[src/design/amwc_pkg.sv]
// Shared types and constants for the accelerometer window conditioner.
// No dependencies; used by amwc_lane, amwc_rms and the top level.
`default_nettype none
package amwc_pkg;

  localparam int FRAC_BITS = 4;
  localparam int SHIFT_K   = 28 - FRAC_BITS;
  localparam int SAMPLE_W  = 16;
  localparam int CLEAN_W   = 16;
  localparam int RMS_W     = 15;
  localparam int CFG_W     = 16;
  localparam int IDX_W     = 3;

  localparam logic [RMS_W-1:0] RMS_MAX = 15'h7fff;

  // register map
  localparam logic [IDX_W-1:0] REG_WINDOW_LEN    = 3'd0;
  localparam logic [IDX_W-1:0] REG_EVAL_INTERVAL = 3'd1;
  localparam logic [IDX_W-1:0] REG_SMOOTH        = 3'd2;
  localparam logic [IDX_W-1:0] REG_POST_GAIN     = 3'd3;
  localparam logic [IDX_W-1:0] REG_CLIP          = 3'd4;
  localparam logic [IDX_W-1:0] REG_START_THR     = 3'd5;
  localparam logic [IDX_W-1:0] REG_STOP_THR      = 3'd6;
  localparam logic [IDX_W-1:0] REG_EVAL_EN       = 3'd7;

  localparam logic [8:0]  RST_WINDOW_LEN = 9'd128;
  localparam logic [7:0]  RST_INTERVAL   = 8'd32;
  localparam logic [15:0] RST_SMOOTH     = 16'd58982;
  localparam logic [15:0] RST_GAIN       = 16'd6144;
  localparam logic [14:0] RST_CLIP       = 15'd8000;
  localparam logic [14:0] RST_START      = 15'd320;
  localparam logic [14:0] RST_STOP       = 15'd80;

  typedef enum logic [3:0] {
    S_IDLE, S_M1, S_M2, S_M3, S_SUM, S_DIFF, S_M4, S_M5, S_RND, S_CLIP,
    S_WRITE, S_SCAN, S_DRAIN, S_RMS, S_DONE
  } state_t;

  typedef enum logic [1:0] {R_IDLE, R_DIV, R_SQRT} rms_state_t;

  typedef struct packed {
    state_t step;
    logic   ram_we;
    logic   rd_en;
    logic   sq_en;
    logic   acc_en;
    logic   acc_clr;
  } lane_ctl_t;

endpackage
`default_nettype wire

[src/design/amwc_rms.sv]
// Merge stage: adds lane sums, divides by the value count, takes the root.
// Depends on amwc_pkg.
`default_nettype none
module amwc_rms #(
  parameter int MAX_WINDOW = 256,
  parameter int SQW        = 39,
  parameter int LW         = 9
) (
  input  wire logic                       clk,
  input  wire logic                       rst,
  input  wire logic                       start,
  input  wire logic [SQW-1:0]             sum_x,
  input  wire logic [SQW-1:0]             sum_y,
  input  wire logic [SQW-1:0]             sum_z,
  input  wire logic [LW-1:0]              len,
  output logic                            done,
  output logic [amwc_pkg::RMS_W-1:0]      rms
);
  localparam int TW = SQW + 2;
  localparam int QW = TW + (TW % 2);
  localparam int RW = QW / 2;
  localparam int DW = $clog2(3 * MAX_WINDOW + 1);
  localparam int CW = $clog2(QW + 1);

  amwc_pkg::rms_state_t state, state_next;
  logic [QW-1:0] q;
  logic [DW-1:0] div, rem;
  logic [DW:0]   rem_sh;
  logic [RW:0]   srem;
  logic [RW+2:0] srem_sh, trial;
  logic [RW-1:0] root;
  logic [CW-1:0] cnt;
  logic          div_last, sqrt_last;

  assign rem_sh  = {rem, q[QW-1]};
  assign srem_sh = {srem, q[QW-1:QW-2]};
  assign trial   = {1'b0, root, 2'b01};

  always_comb begin
    div_last  = (state == amwc_pkg::R_DIV)  && (cnt == CW'(QW - 1));
    sqrt_last = (state == amwc_pkg::R_SQRT) && (cnt == CW'(RW - 1));
  end

  always_comb begin
    state_next = state;
    unique case (state)
      amwc_pkg::R_IDLE: if (start) state_next = amwc_pkg::R_DIV;
      amwc_pkg::R_DIV:  if (div_last) state_next = amwc_pkg::R_SQRT;
      amwc_pkg::R_SQRT: if (sqrt_last) state_next = amwc_pkg::R_IDLE;
      default:          state_next = amwc_pkg::R_IDLE;
    endcase
  end

  always_ff @(posedge clk) begin
    if (rst) begin
      state <= amwc_pkg::R_IDLE;
      done  <= 1'b0;
    end else begin
      state <= state_next;
      done  <= sqrt_last;
    end
  end

  always_ff @(posedge clk) begin
    case (state)
      amwc_pkg::R_IDLE: begin
        if (start) begin
          q   <= QW'(sum_x) + QW'(sum_y) + QW'(sum_z);
          div <= DW'({len, 1'b0}) + DW'(len);
          rem <= '0;
          cnt <= '0;
        end
      end
      amwc_pkg::R_DIV: begin
        // restoring division, one quotient bit per cycle
        if (rem_sh >= {1'b0, div}) begin
          rem <= DW'(rem_sh - {1'b0, div});
          q   <= {q[QW-2:0], 1'b1};
        end else begin
          rem <= rem_sh[DW-1:0];
          q   <= {q[QW-2:0], 1'b0};
        end
        cnt  <= div_last ? '0 : cnt + 1'b1;
        srem <= '0;
        root <= '0;
      end
      amwc_pkg::R_SQRT: begin
        // digit-by-digit root, two radicand bits per cycle
        if (srem_sh >= trial) begin
          srem <= (RW+1)'(srem_sh - trial);
          root <= {root[RW-2:0], 1'b1};
        end else begin
          srem <= srem_sh[RW:0];
          root <= {root[RW-2:0], 1'b0};
        end
        q   <= {q[QW-3:0], 2'b00};
        cnt <= cnt + 1'b1;
      end
      default: ;
    endcase
  end

  assign rms = (root > RW'(amwc_pkg::RMS_MAX)) ? amwc_pkg::RMS_MAX
                                               : root[amwc_pkg::RMS_W-1:0];

`ifndef SYNTHESIS
  a_done_after_sqrt: assert property (@(posedge clk) disable iff (rst)
    done |-> $past(state) == amwc_pkg::R_SQRT)
    else $error("rms done without root step");
  a_div_nonzero: assert property (@(posedge clk) disable iff (rst)
    (state == amwc_pkg::R_DIV) |-> (div != '0))
    else $error("zero divisor");
  a_rem_below_div: assert property (@(posedge clk) disable iff (rst)
    (state == amwc_pkg::R_DIV) |-> (rem < div))
    else $error("division remainder out of range");
`endif
endmodule
`default_nettype wire

[config.mk]
export PLATFORM = sky130hd
export DESIGN_NAME = amwc_rms
export DESIGN_NICKNAME = d
export VERILOG_FILES = /design/src/design/amwc_pkg.sv /design/src/design/amwc_rms.sv
export SDC_FILE = /design/constraint.sdc
export NUM_CORES = 1
export LEC_CHECK = 0
export ABC_AREA = 0
export CORE_MARGIN = 3
export CORE_UTILIZATION = 52
export CTS_CLUSTER_DIAMETER = 40
export DETAILED_ROUTE_END_ITERATION = 6
export DONT_BUFFER_PORTS = 1
export GPL_TIMING_DRIVEN = 0
export MAX_ROUTING_LAYER = met4
export PLACE_DENSITY = 0.77
export SYNTH_ARGS = -nofsm -noshare
export SYNTH_HDL_FRONTEND = slang
export SYNTH_SLANG_ARGS = --single-unit
[constraint.sdc]
create_clock -name clk -period 7.8 [get_ports clk]
set_input_delay 1.17 -clock clk [delete_from_list [all_inputs] [get_ports clk]]
set_output_delay 1.17 -clock clk [all_outputs]
set_load 0.1 [all_outputs]
# ---- After elaboration in Yosys (flattened, before gate mapping)
# Index checks and enable logic that the tools add are counted.
dict set report word_totals {
  register_bits 114
  latchBits 0
  ramBits 0
  mem_bits_ro 0
  input_bits 129
  output_inout_bits 16
  word_cells 52
  mem_count 0
}
dict set report classes {
  n_addsub 6
  multipliers 0
  n_div 0
  order_cmp 3
  n_eq_ne 7
  n_shift 0
  mux 18
  bitwise_logic 0
  reduce_logical 10
}
# operator n
set ops {}
lappend ops {{case mux 42 bit (3 select lines)} 1}
lappend ops {{case mux 22 bit (2 select lines)} 1}
lappend ops {{2-to-1 mux 42 bit} 1}
lappend ops {{case mux 21 bit (2 select lines)} 1}
lappend ops {{adder 40 x 39 -> 41 bit} 1}
lappend ops {{adder 39 x 39 -> 40 bit} 1}
lappend ops {{greater-or-equal comparator 24 x 23 -> 1 bit} 1}
lappend ops {{2-to-1 mux 22 bit} 1}
lappend ops {{subtractor 22 bit} 1}
lappend ops {{> comparator 21 x 15 -> 1 bit (second input constant)} 1}
lappend ops {{2-to-1 mux 10 bit} 2}
lappend ops {{case mux 10 bit (2 select lines)} 1}
lappend ops {{case mux 6 bit (3 select lines)} 1}
lappend ops {{2-to-1 mux 15 bit} 1}
lappend ops {{2-to-1 mux 6 bit} 2}
lappend ops {{greater-or-equal comparator 11 x 10 -> 1 bit} 1}
lappend ops {{adder 10 x 9 -> 10 bit} 1}
lappend ops {{subtractor 10 bit} 1}
lappend ops {{adder 6 x 1 -> 6 bit (second input constant)} 1}
lappend ops {{equality test 6 x 5 -> 1 bit (second input constant)} 1}
lappend ops {{equality test 6 bit (second input constant)} 1}
lappend ops {{2-to-1 mux 2 bit} 3}
lappend ops {{inequality test 2 bit (second input constant)} 3}
lappend ops {{case mux 2 bit (3 select lines)} 1}
lappend ops {{other kinds (9)} 14}

# ---- Depth between registers and ports, before layout
# Gate-level depths: netlist of run 1.
dict set report depth {
  depth_word 4
  depth_mapped 14
  mapped_depth_nobuf 14
}

# ---- Worst setup path before layout of run 1
# No wires, ideal clock.
dict set report synth_path {
  kind {register to register}
  from {register state[0]}
  to {register cnt[0], enable pin}
  setup_time_ps 520
  arrival_ps 5635
  required_ps 7280
  slack_ps 1645
  stages_incl_launch_ff 6
  path_buffers 1
  period_less_slack_ps 6155
  path_cell_list {dfxtp_1 > inv_1 > ha_1 > clkinv_1 > clkbuf_1 > o21ai_0}
}
dict set report synth_between {
  elab_chain_len 3
  elab_cells_between_ends 6
  cone_classes {eq/ne (3); reduce/logical (3)}
}
# element line_no
set synth_rtl {}
lappend synth_rtl {{start, declared} amwc_rms.sv:25} ;# amwc_pkg::rms_state_t state, state_next;
lappend synth_rtl {{start signal, assigned} amwc_rms.sv:56} ;# state <= amwc_pkg::R_IDLE;
lappend synth_rtl {{start signal, assigned} amwc_rms.sv:59} ;# state <= state_next;
lappend synth_rtl {{equality test 2 x 1 -> 1 bit (tied with other cells)} amwc_rms.sv:65} ;# case (state)
lappend synth_rtl {{nonzero test 3 bit (no line) / inequality test 2 bit (equally long branches)} --}
lappend synth_rtl {{AND reduction 2 bit (no line) *} --}
lappend synth_rtl {{end signal, assigned} amwc_rms.sv:83} ;# cnt <= div_last ? '0 : cnt + 1'b1;
lappend synth_rtl {{end signal, assigned} amwc_rms.sv:97} ;# cnt <= cnt + 1'b1;
lappend synth_rtl {{end, declared} amwc_rms.sv:32} ;# logic [CW-1:0] cnt;
# Every way passes the cells marked *; elsewhere a longest branch is shown, timed or not.
# A chain may end at the register's enable or synchronous reset.

# ---- Worst setup path after layout of run 1
dict set report layout_path {
  from {input port sum_x[1]}
  to {register q[35], data pin}
}
dict set report layout_between {
  elab_chain_len 4
}
# element line_no
set layout_rtl {}
lappend layout_rtl {{start, declared} amwc_rms.sv:12} ;# input wire logic [SQW-1:0] sum_x,
lappend layout_rtl {{adder 39 x 39 -> 40 bit} amwc_rms.sv:68} ;# q <= QW'(sum_x) + QW'(sum_y) + QW'(sum_z);
lappend layout_rtl {{adder 40 x 39 -> 41 bit} amwc_rms.sv:68}
lappend layout_rtl {{2-to-1 mux 42 bit} amwc_rms.sv:67} ;# if (start) begin
lappend layout_rtl {{case mux 42 bit (3 select lines)} amwc_rms.sv:65}
lappend layout_rtl {{end signal, assigned} amwc_rms.sv:68}
lappend layout_rtl {{end signal, assigned} amwc_rms.sv:78} ;# q <= {q[QW-2:0], 1'b1};
lappend layout_rtl {{end signal, assigned} amwc_rms.sv:81} ;# q <= {q[QW-2:0], 1'b0};
lappend layout_rtl {{end, declared} amwc_rms.sv:26} ;# logic [QW-1:0] q;
# No other way between the ends. The select of a mux whose other input is x is not followed.

==> results of run 1 <==
-- routing by layer --
layer	wire length [um]	vias to the layer above	share of wire
li1	-	3700	-
met1	9670	3648	0.45
met2	10600	213	0.49
met3	824	37	0.038
met4	456	0	0.021
met5	0	-	0
-- final timing paths --
| check | end | cells past startpoint | startpoint |
|---|---|---|---|
| worst max-delay path | q[35]$_DFFE_PP_ | 12 | sum_x[1] |
| worst min-delay path | root[8]$_SDFFCE_PP0N_ | 2 | root[7]$_SDFFCE_PP0N_ |
| worst max register to register | rem[3]$_SDFFCE_PN0P_ | 12 | div[1]$_DFFE_PP_ |
| worst min register to register | root[8]$_SDFFCE_PP0N_ | 2 | root[7]$_SDFFCE_PP0N_ |
-- sequential cells by signal (all words and copies together), names as in the netlist --
register / count
srem: 22
root: 21
rem: 10
state: 2
cnt: 6
q: 42
div: 10
done: 1
-- synthesized netlist by cell type, drive strengths merged, types with 3 or more instances --
master	instances
a22oi	4
o31ai	4
dfxtp	3
a211o	3
nand2	38
a41oi	3
nand2b	6
a211oi	18
mux2i	24
ha	85
a22o	3
edfxtp	111
nor2b	10
nand3	30
xor2	30
buf	10
clkbuf	31
o21bai	12
and3	6
a2111oi	5
o21ai	33
fa	42
a311oi	3
nor2	95
o21a	14
o211ai	3
nor3	12
xnor2	38
a31oi	8
or3	3
and4	4
o22ai	4
inv	66
a21oi	90
a221oi	35
a21o	44
a21boi	7
nand4	12
-- per-stage QoR --
step                 util  power [W]  setup TNS [ns]  hold slack (ns)  area [um^2]
floorplan               -    0.00232               0            0.499         9790
global placement    0.553    0.00262          -24.25            0.519        10100
detailed placement  0.557    0.00267               0            0.542        10100
CTS                 0.590    0.00348               0            0.556        10700
global route        0.590    0.00373               0            0.597        10700
finish              0.590    0.00349               0            0.564        10700
-- critical path, delay by kind of cell --
family	cells	cell delay [ns]
compound gates	7	1.53
fa+ha+maj	3	1.25
simple gates	1	0.42
xor+xnor	1	0.23
-- logic make-up after synthesis --
family,count (synthesis)
flip-flops,114
AO/OA/AOI/OAI,309
XOR/XNOR,68
adder cells (fa/ha/maj),127
AND/OR/NAND/NOR,226
buffers and inverters,109
multiplexers,24
-- power groups by stage --
stage / clock [W] / sequential, W / combinational [W]
after floorplan: 0 / 0.00103 / 0.00129
after global placement: 0 / 0.00106 / 0.00156
after detailed placement: 0 / 0.00105 / 0.00162
after CTS: 0.000800 / 0.00104 / 0.00164
after global routing: 0.000826 / 0.00106 / 0.00184
final: 0.000796 / 0.00105 / 0.00165
-- layout make-up --
| cell class | instances | area [um^2] |
|---|---|---|
| repair buffers | 3 | 55.1 |
| inverters | 68 | 255 |
| multi-input cells | 754 | 5990 |
| fillers | 1476 | 7460 |
| clock inverters | 13 | 166 |
| clock buffers | 19 | 433 |
| plain buffers | 41 | 169 |
| flip-flops and latches | 114 | 3390 |
| well taps | 229 | 287 |
==> metrics.md, run 1 <==
| Metric | Value |
|---|---|
| Post-synthesis compound-gate area fraction | `0.223` |
| Die height | `143 um` |
| Root Driver | `clkbuf_16` |
| Tcrit/Tclk final | `0.572` |
| RSZ-0062 raised after global routing | `false` |
| CP required | `7.94 ns` |
| Mux contribution to synthesized area | `0.0245` |
| Core box area | `18200 um^2` |
| CTS Hold Buffers Added | `0` |
| Post-DRT Antenna Nets | `0` |
| Initial core utilization | `0.538` |
| Rows | `49` |
| Leading area contributor after synthesis | `edfxtp_1` |
| Worst path cell trace | `fa_1 -> ha_1 -> fa_1 -> a211oi_1 -> o21a_1 -> o21bai_1 -> a21boi_1 -> a2111oi_0 -> or3_1 -> a21boi_1 -> xor2_1 -> a21oi_1` |
| Die area | `20500 um^2` |
| Drt wl/cell | `17.4 um` |
| Synth-to-layout area growth | `9.75%` |
| Post-synthesis cell area | `9790 um^2` |
| Synthesized instance count | `977` |
| Mapped Avg Cell Area | `10.0 um^2` |
| Slew headroom | `0.136` |
| Power share of the combinational group | `0.472` |
| Max Cap Viol | `0` |
| Clock skew | `0.00465 ns` |
| Vias in the first global route | `7532` |
| Finished Layout Cells | `1241` |
| Largest family of logic cells by synthesized area | `compound AO/OA/AOI/OAI gates` |
| Pwr per Cell Area | `325 nW/um^2` |
| Slack of the critical path | `3.34 ns` |
| Busiest grt layer | `met2` |
| YS warnings | `0` |
| I/O Buffers | `0` |
| Largest net degree at the start of global routing | `44` |
| Setup bufs post-CTS | `0` |
| Asr flop ratio synth | `0` |
| Status | `complete, no violations` |
| Crit Path Max Fanout | `4` |
| Most used DFF post-synth | `edfxtp_1` |
| Post-synthesis simple-gate area fraction | `0.107` |
| Iter 0 DRT Violations | `445` |
| CP max-delay cell | `fa_1` |
| Crit start category | `input pin` |
| Syn nets | `1233` |
| DP Cell Count | `1209` |
| Final WL | `21600 um` |
| Skew-Pair Late Insertion Delay | `0.42 ns` |
| Post-synth EDFFs | `111` |
| # setup viols final | `0` |
| Sw Share | `0.388` |
| Xor and xnor area share after synthesis | `0.0608` |
| CP Class | `in2reg` |
| Final Max Tran Viols | `0` |
| Antenna violations before repair | `0` |
| Clock network power share | `0.228` |
| DRC | `0` |
| Sequential area share after synthesis | `0.347` |
| First-pass detailed-route iteration total | `5` |
| Nets | `1255` |
| Post-synthesis cell type count | `69` |
| Leakage | `4.35 nW` |
| Hold Path Class | `reg2reg` |
| Max stage delay on crit path | `0.54 ns` |
| Die width | `143 um` |
| Total CTS buffers | `17` |
| FF+latch count, synth | `114` |
| DP Worst Slack | `2.94 ns` |
| # H-tree levels | `4` |
| Pint | `0.00213 W` |
| Commonest non-fill, non-tap cell in the layout | `edfxtp_1` |
| Share of cells above drive strength 1 | `0.0524` |
| Critical path arrival | `4.60 ns` |
| Switch Pwr | `0.00136 W` |
| CP endpoint kind | `register` |
| Largest cells by area after synthesis | `edfxtp_1, ha_1, fa_1, a21oi_1, nor2_1` |
| Met3 Resource Use GR | `0.0288` |
| GRT Overall Usage | `0.217` |
| Sink Count | `114` |
| Final hold viol count | `0` |
| Worst-case vdd ir drop | `0.000144 V` |
| Synth Area in Adders | `0.195` |
| Most frequent cells in the layout | `edfxtp_1, nor2_1, a21oi_1, ha_1, inv_1` |
| Register clock-pin slew on the reported worst setup and hold paths | `0.05 ns` |
| Post-DP HPWL | `16300 um` |
| Grt met2 use | `0.364` |
| Area share of the leading cell type in the synthesized netlist | `0.340` |
| Clock Path Buffers | `2` |
| Io pins | `145` |
| Global-route wire length before repair | `35300 um` |
| Total global routing overflow | `0` |
| Ant. Diodes | `0` |
| CTS resizes | `0` |
| Via Count | `7598` |
| Fmax | `224 MHz` |
| CTS tree | `built` |
| Seq pwr share | `0.300` |
| Tmin final | `4.46 ns` |
| Vias per cell | `6.12` |
| Reg-to-reg slack, setup | `4.67 ns` |
| Pin slew with the least headroom to its limit | `1.28 ns` |
| Final RePlAce weighted congestion | `0.921` |
| Global Route met1 Usage | `0.275` |
Note: power is estimated with default switching activity, not from simulation.
==> run 2, diff against run 1 <==
--- a/config.mk
+++ b/config.mk
@@ -5,7 +5,7 @@
 export SDC_FILE = /design/constraint.sdc
 export NUM_CORES = 1
 export LEC_CHECK = 0
-export ABC_AREA = 0
+export ABC_AREA = 1
 export CORE_MARGIN = 3
 export CORE_UTILIZATION = 52
 export CTS_CLUSTER_DIAMETER = 40
@@ -13,7 +13,7 @@
 export DONT_BUFFER_PORTS = 1
 export GPL_TIMING_DRIVEN = 0
 export MAX_ROUTING_LAYER = met4
-export PLACE_DENSITY = 0.77
+export PLACE_DENSITY = 0.8
 export SYNTH_ARGS = -nofsm -noshare
 export SYNTH_HDL_FRONTEND = slang
 export SYNTH_SLANG_ARGS = --single-unit
==> constraint.sdc (replaced) <==
create_clock -name clk -period 3.95 [get_ports clk]
set_input_delay 0.5925 -clock clk [delete_from_list [all_inputs] [get_ports clk]]
set_output_delay 0.5925 -clock clk [all_outputs]
set_load 0.1 [all_outputs]
==> run 2 against run 1 <==
  * Count of clock-buffer cells in the layout is 2 lower
  * Critical path depth is 7 lower
  * Cell count is 44% higher
  * Sequential power grew to 2.5 times the previous value
  * Highest routed layer unchanged
  * Clock power is 110% higher
  * Global-route usage is 2.9 points higher
  * Die area is 10% higher
  * Largest cell class unchanged
  * Sequential share of layout area is 3.0 points lower
  * First-iteration DRC count is 47% higher
  * Hold slack worse by 0.33 ns
  * Core utilization is 0.68 points lower
==> metrics.md, run 2 <==
| Metric | Value |
|---|---|
| Status | `complete, no violations` |
| Leading area contributor after synthesis | `edfxtp_1` |
| Final Max Tran Viols | `0 (unchanged)` |
| Rows | `52 (+6.1%)` |
| Post-synthesis cell type count | `40 (-42%)` |
| Mapped Avg Cell Area | `7.33 um^2 (-27%)` |
| Leakage | `5.68 nW (+31%)` |
| Slew headroom | `0.352 (+0.216)` |
| CP top delay family | `simple AND/OR/NAND/NOR gates` |
| Most frequent cells in the layout | `nand2_1, inv_1, nor2_1, edfxtp_1, a21oi_1` |
| Ant. Diodes | `0 (unchanged)` |
| Commonest non-fill, non-tap cell in the layout | `nand2_1` |
| Total CTS buffers | `17 (unchanged)` |
| Max stage delay on crit path | `0.70 ns (+0.16 ns)` |
| Share of cells above drive strength 1 | `0.0463 (-0.00611)` |
| I/O Buffers | `0 (unchanged)` |
| Via Count | `9631 (+27%)` |
| Post-synth EDFFs | `111 (unchanged)` |
| Final hold viol count | `0 (unchanged)` |
| CP Class | `reg2out` |
| Top reg by flops | `q` |
| Largest cells by area after synthesis | `edfxtp_1, nand2_1, ha_1, inv_1, fa_1` |
| GRT Overall Usage | `0.246 (+0.0290)` |
| Clock skew | `0.0124 ns (+0.00775 ns)` |
| FF+latch count, synth | `114 (unchanged)` |
| Largest regs | `q x42, srem x22, root x21` |
| Crit Path Max Fanout | `10 (+6)` |
| Hold Path Class | `in2reg` |
| Register clock-pin slew on the reported worst setup and hold paths | `0.06 ns (about the same)` |
| First-pass detailed-route iteration total | `5 (unchanged)` |
| Grt met2 use | `0.418 (+0.0541)` |
| Final RePlAce weighted congestion | `0.903 (-1.9%)` |
| Die height | `150 um (+5.0%)` |
| Synth-to-layout area growth | `9.57%` |
| Initial core utilization | `0.532 (-0.00530)` |
| Global-route wire length before repair | `43600 um (+23%)` |
| YS warnings | `0 (unchanged)` |
| # H-tree levels | `4 (unchanged)` |
| Skew-Pair Late Insertion Delay | `0.42 ns (about the same)` |
| # setup viols final | `0 (unchanged)` |
| Iter 0 DRT Violations | `654 (+47%)` |
| Sink Count | `114 (unchanged)` |
| DP Worst Slack | `0.580 ns (-2.36 ns)` |
| Total global routing overflow | `0 (unchanged)` |
| Most used DFF post-synth | `edfxtp_1` |
| Pin slew with the least headroom to its limit | `0.968 ns (-0.316 ns)` |
| Tmin final | `3.44 ns` |
| Area share of the leading cell type in the synthesized netlist | `0.307 (-0.0330)` |
| RSZ-0062 raised after global routing | `false` |
| Post-DRT Antenna Nets | `0 (unchanged)` |
| Vias in the first global route | `9348 (+24%)` |
| Root Driver | `clkbuf_16` |
| Sequential area share after synthesis | `0.313 (-0.0336)` |
| DRC | `0 (unchanged)` |
| Post-DP HPWL | `21500 um (+31%)` |
| Pwr per Cell Area | `855 nW/um^2 (+160%)` |
| CTS Hold Buffers Added | `0 (unchanged)` |
| Io pins | `145 (unchanged)` |
| Fmax | `290 MHz` |
| Die width | `150 um (+5.0%)` |
| Slack of the critical path | `0.506 ns (-2.83 ns)` |
| Core box area | `20400 um^2 (+12%)` |
| Syn nets | `1735 (+41%)` |
| Busiest grt layer | `met2` |
| Clock Path Buffers | `2 (unchanged)` |
| Buffers & Inverters on Critical Path | `2 (+2)` |
| Asr flop ratio synth | `0 (unchanged)` |
| Max Cap Viol | `0 (unchanged)` |
| TNS Setup | `0 ns (unchanged)` |
| Vias per cell | `5.40 (-12%)` |
| CP endpoint kind | `output pin` |
| CTS resizes | `0 (unchanged)` |
| Final WL | `26700 um (+23%)` |
| Largest net degree at the start of global routing | `30 (-32%)` |
| Crit start category | `register` |
| Antenna violations before repair | `0 (unchanged)` |
| CTS tree | `built` |
| Worst-case vdd ir drop | `0.000459 V (+220%)` |
| Max reg flops | `42 (unchanged)` |
| Critical path arrival | `2.85 ns (-1.75 ns)` |
| Worst path cell trace | `inv_1 -> nand4_1 -> nor3_1 -> clkbuf_1 -> nand2_1` |
| Met3 Resource Use GR | `0.0304 (+0.00160)` |
| Setup bufs post-CTS | `0 (unchanged)` |
| Die area | `22600 um^2 (+10%)` |
| CP required | `3.36 ns (-4.58 ns)` |
| Global Route met1 Usage | `0.311 (+0.0357)` |
| Post-synthesis cell area | `10800 um^2 (+11%)` |
| Nets | `1756 (+40%)` |
| Placed cell areas | `11200 um^2 (+11%)` |
| Top cells by count, synth | `nand2_1, inv_1, nor2_1` |
| Synthesized instance count | `1479 (+51%)` |
| Post-route cell area | `11900 um^2 (+11%)` |
| Drt wl/cell | `14.9 um (-14%)` |
| CP max-delay cell | `nor3_1` |
| Power, Total | `0.0102 W (+190%)` |
| Most common cell in the netlist | `nand2_1` |
| Tcrit/Tclk final | `0.872` |
[run 2: cell types whose count changed in the layout (fill, tap and decap cells not counted), moves of 33 or more]
cell	change
a21o_1	-42
a221oi_1	-34
a22oi_1	+33
inv_1	+172
nand2_1	+399
nand3_1	+49
nor2_1	+42
o21ai_0	+41
[run 2: metrics by stage]
stage / util / std cells / hold slack [ns]
floorplan: - / 1479 / 0.452
global placement: 0.549 / 1749 / 0.465
detailed placement: 0.552 / 1751 / 0.479
CTS: 0.583 / 1783 / 0.226
global route: 0.583 / 1783 / 0.225
finish: 0.583 / 1783 / 0.236
[run 2: layout make-up]
| cell class | instances | area [um^2] |
|---|---|---|
| Timing Repair Buffer | 2 | 55.1 |
| Clock buffer | 17 | 425 |
| Buffer | 26 | 135 |
| Clock inverter | 15 | 205 |
| Sequential cell | 114 | 3390 |
| Fill cell | 1844 | 8490 |
| Inverter | 242 | 908 |
| Multi-Input combinational cell | 1097 | 6420 |
| Tap cell | 270 | 338 |
[run 2: path summary, 6_finish.rpt]
| path | startpoint | to | slack [ns] | cells past startpoint |
|---|---|---|---|---|
| worst max-delay path | root[19]$_SDFFCE_PP0N_ | rms[6] | 0.51 | 5 |
| worst max register to register | state[0]$_SDFFE_PP0P_ | q[33]$_DFFE_PP_ | 0.61 | 7 |
| worst min-delay path | rst | state[0]$_SDFFE_PP0P_ | 0.24 | 1 |
| worst min register to register | state[0]$_SDFFE_PP0P_ | state[0]$_SDFFE_PP0P_ | 0.49 | 2 |
[run 2: worst register-to-register path, delay by kind of cell, from the launching register on]
| family | cells | cell delay, ns |
|---|---|---|
| buffers and inverters | 5 | 1.14 |
| adders and majority gates | 1 | 0.68 |
| AOI/OAI and AO/OA | 1 | 0.86 |
| DFF | 1 | 0.36 |
[run 2: logic make-up after synthesis]
family / count (synthesis) / share of synthesized area
and+or+nand+nor: 697 / 0.262
buffers and inverters: 268 / 0.0963
AOI/OAI and AO/OA: 237 / 0.124
adders and majority gates: 127 / 0.176
DFF: 114 / 0.313
xor gates and xnor gates: 36 / 0.0291
[run 2: routing by layer]
metal | wire length (um) | part of all wire | up-vias
li1 | - | - | 4872
met1 | 11800 | 0.44 | 4408
met2 | 13000 | 0.49 | 309
met3 | 1330 | 0.050 | 42
met4 | 488 | 0.018 | 0
met5 | 0 | 0 | -
[run 2: report_power, final]
| group | leakage (nW) | switching (W) | internal [W] | total (W) |
|---|---|---|---|---|
| combinational | 4.27 | 0.00389 | 0.00196 | 0.00585 |
| clock | 0.300 | 0.000593 | 0.00106 | 0.00165 |
| sequential | 1.11 | 0.000359 | 0.00229 | 0.00265 |
| total | 5.68 | 0.00484 | 0.00531 | 0.0102 |
==> run 3, diff against run 2 <==
--- a/config.mk
+++ b/config.mk
@@ -5,7 +5,6 @@
 export SDC_FILE = /design/constraint.sdc
 export NUM_CORES = 1
 export LEC_CHECK = 0
-export ABC_AREA = 1
 export CORE_MARGIN = 3
 export CORE_UTILIZATION = 52
 export CTS_CLUSTER_DIAMETER = 40
==> run 3 against run 2 <==
  * Core utilization is 0.56 points higher
  * Clock power is 8% lower
  * Critical endpoint unchanged
  * Via count is 21% lower
  * First-iteration DRC count is 0.76% lower
  * Sequential power is 22% lower
  * Hold slack better by 0.0089 ns
  * Highest routed layer unchanged
  * Sequential cell count stayed put
  * Power is 33% lower
  * Maximum frequency is 6.4% lower
==> metrics.md, run 3 (same netlist as run 1, synthesis figures left out) <==
| Metric | Value |
|---|---|
| Status | `complete, no violations` |
| Iter 0 DRT Violations | `649 (-0.76%)` |
| Nets | `1254 (-29%)` |
| Final RePlAce weighted congestion | `0.895 (-0.91%)` |
| Setup bufs post-CTS | `0 (unchanged)` |
| I/O Buffers | `0 (unchanged)` |
| WL met1 | `9640 um (-18%)` |
| Fmax | `272 MHz (-6.4%)` |
| DRC | `0 (unchanged)` |
| Pwr per Cell Area | `636 nW/um^2 (-26%)` |
| Post-DRT Antenna Nets | `0 (unchanged)` |
| Share of cells above drive strength 1 | `0.0554 (+0.00913)` |
| Hold Path Class | `in2reg` |
| Final Max Tran Viols | `0 (unchanged)` |
| Via Count | `7607 (-21%)` |
| Top reg by flops | `q` |
| Post-DP HPWL | `16600 um (-23%)` |
| Drt wl/cell | `17.4 um (+17%)` |
| Vias per cell | `6.13 (+14%)` |
| CTS Hold Buffers Added | `0 (unchanged)` |
| Skew-Pair Late Insertion Delay | `0.42 ns (about the same)` |
| Rows | `49 (-5.8%)` |
| Pin slew with the least headroom to its limit | `1.21 ns (+0.242 ns)` |
| Top sig layer | `met4` |
| Largest net degree at the start of global routing | `29 (-3.3%)` |
| Clock skew | `0.00712 ns (-0.00528 ns)` |
| Vias in the first global route | `7591 (-19%)` |
| Worst path cell trace | `nor4_1 -> clkbuf_1 -> nand3_1` |
| Buffers & Inverters on Critical Path | `1 (-1)` |
| Hold WS | `0.245 ns (+0.00889 ns)` |
| CP Class | `reg2out` |
| Tcrit/Tclk final | `0.932 (+0.0596)` |
| Detail Route met2 WL | `10500 um (-20%)` |
| Synth-to-layout area growth | `9.53% (about the same)` |
| CP max-delay cell | `nor4_1` |
| Die height | `143 um (-4.8%)` |
| Antenna violations before repair | `0 (unchanged)` |
| Commonest non-fill, non-tap cell in the layout | `edfxtp_1` |
| Tmin final | `3.68 ns (+0.235 ns)` |
| CP required | `3.36 ns (about the same)` |
| Register clock-pin slew on the reported worst setup and hold paths | `0.05 ns (about the same)` |
| Die area | `20500 um^2 (-9.3%)` |
| Total global routing overflow | `0 (unchanged)` |
| Final hold viol count | `0 (unchanged)` |
| Root Driver | `clkbuf_16` |
| Largest regs | `q x42, srem x22, root x21` |
| Clock Path Buffers | `2 (unchanged)` |
| Initial core utilization | `0.538 (+0.00530)` |
| Sink Count | `114 (unchanged)` |
| Slew headroom | `0.186 (-0.166)` |
| GRT Overall Usage | `0.220 (-0.0260)` |
| Leakage | `4.34 nW (-24%)` |
| Final WL | `21600 um (-19%)` |
| RSZ-0062 raised after global routing | `false` |
| Ant. Diodes | `0 (unchanged)` |
| # H-tree levels | `4 (unchanged)` |
| Crit Path Max Fanout | `10 (unchanged)` |
| Global-route wire length before repair | `35500 um (-19%)` |
| CP endpoint kind | `output pin` |
| Util after Layout | `0.589 (+0.00563)` |
| Max Cap Viol | `0 (unchanged)` |
| Power, Total | `0.00682 W (-33%)` |
| Worst-case vdd ir drop | `0.000335 V (-27%)` |
| Critical path arrival | `3.09 ns (+0.24 ns)` |
| Max stage delay on crit path | `1.03 ns (+0.33 ns)` |
| Crit start category | `register` |
| Die width | `143 um (-4.8%)` |
| # setup viols final | `0 (unchanged)` |
| CP top delay family | `simple AND/OR/NAND/NOR gates` |
| Core box area | `18200 um^2 (-11%)` |
| Routed wl met3 | `1050 um (-21%)` |
| First-pass detailed-route iteration total | `6 (+1)` |
| CTS tree | `built` |
| Io pins | `145 (unchanged)` |
| Total CTS buffers | `17 (unchanged)` |
| Max reg flops | `42 (unchanged)` |
| Most frequent cells in the layout | `edfxtp_1, nor2_1, a21oi_1, ha_1, inv_1` |
-- run 3: changes by cell type in the layout (fill, tap and decap cells not counted), moves of 17 or more --
cell      before  now
a22oi_1       37    4
a211oi_1       0   17
inv_1        238   66
o21ai_1       27    9
clkbuf_1      13   34
mux2i_1        0   24
a21o_1         2   44
nor2_1       137   95
a221oi_1       0   34
xor2_1        13   30
nand2_1      437   38
nand3_1       79   30
o21ai_0       62   20
-- run 3: what timing repair did --
| item | 4_1_cts | 5_1_grt |
|---|---|---|
| hold endpoints to repair | 0 | 0 |
| setup endpoints to repair | 0 | 2 |
| resized for setup | 0 | 2 |
-- run 3: worst reg2reg max path, delay by kind of cell, from the launching register on --
| family | cells | cell delay [ns] |
|---|---|---|
| muxes | 1 | 0.27 |
| AOI/OAI and AO/OA | 4 | 0.58 |
| DFF | 1 | 0.32 |
| and+or+nand+nor | 4 | 0.55 |
| adders and majority gates | 1 | 0.40 |
| buffers and inverters | 3 | 0.78 |
-- run 3: metal layers --
layer / track usage / vias up
met1: 0.279 / 3621
met4: 0.0750 / 0
li1: - / 3696
met3: 0.0338 / 41
met2: 0.360 / 249
met5: - / -
-- run 3: final timing paths --
kind / startpoint / to / slack (ns) / cells past startpoint
worst min register to register: state[0]$_SDFFE_PP0P_ / state[0]$_SDFFE_PP0P_ / 0.58 / 2
worst min-delay path: rst / state[1]$_SDFFE_PP0P_ / 0.24 / 1
worst max-delay path: root[17]$_SDFFCE_PP0N_ / rms[6] / 0.27 / 3
worst max register to register: root[0]$_SDFFCE_PP0N_ / srem[13]$_SDFFCE_PP0N_ / 0.79 / 13
-- run 3: metrics by stage --
step | setup WS, ns | instance area [um^2] | TNS (ns) | cells
after floorplan | 0.00983 | 9790 | 0 | 977
after global placement | -1.24 | 10100 | -60.24 | 1206
after detailed placement | -0.323 | 10100 | -0.927 | 1208
after CTS | 0.108 | 10700 | 0 | 1240
after global routing | 0.0529 | 10700 | 0 | 1240
final | 0.270 | 10700 | 0 | 1240
-- run 3: report_power, final --
part           internal [W]  leakage, nW  switching (W)
combinational       0.00131         2.95        0.00193
sequential          0.00187         1.11       0.000204
clock              0.000980        0.285       0.000530
-- run 3: cell type report --
class | count | area, um^2
plain buffers | 41 | 169
clock buffers | 20 | 437
clock inverters | 12 | 140
fillers | 1502 | 7490
inverters | 68 | 255
multi-input cells | 754 | 5990
flip-flops and latches | 114 | 3390
well taps | 229 | 287
repair buffers | 2 | 47.5
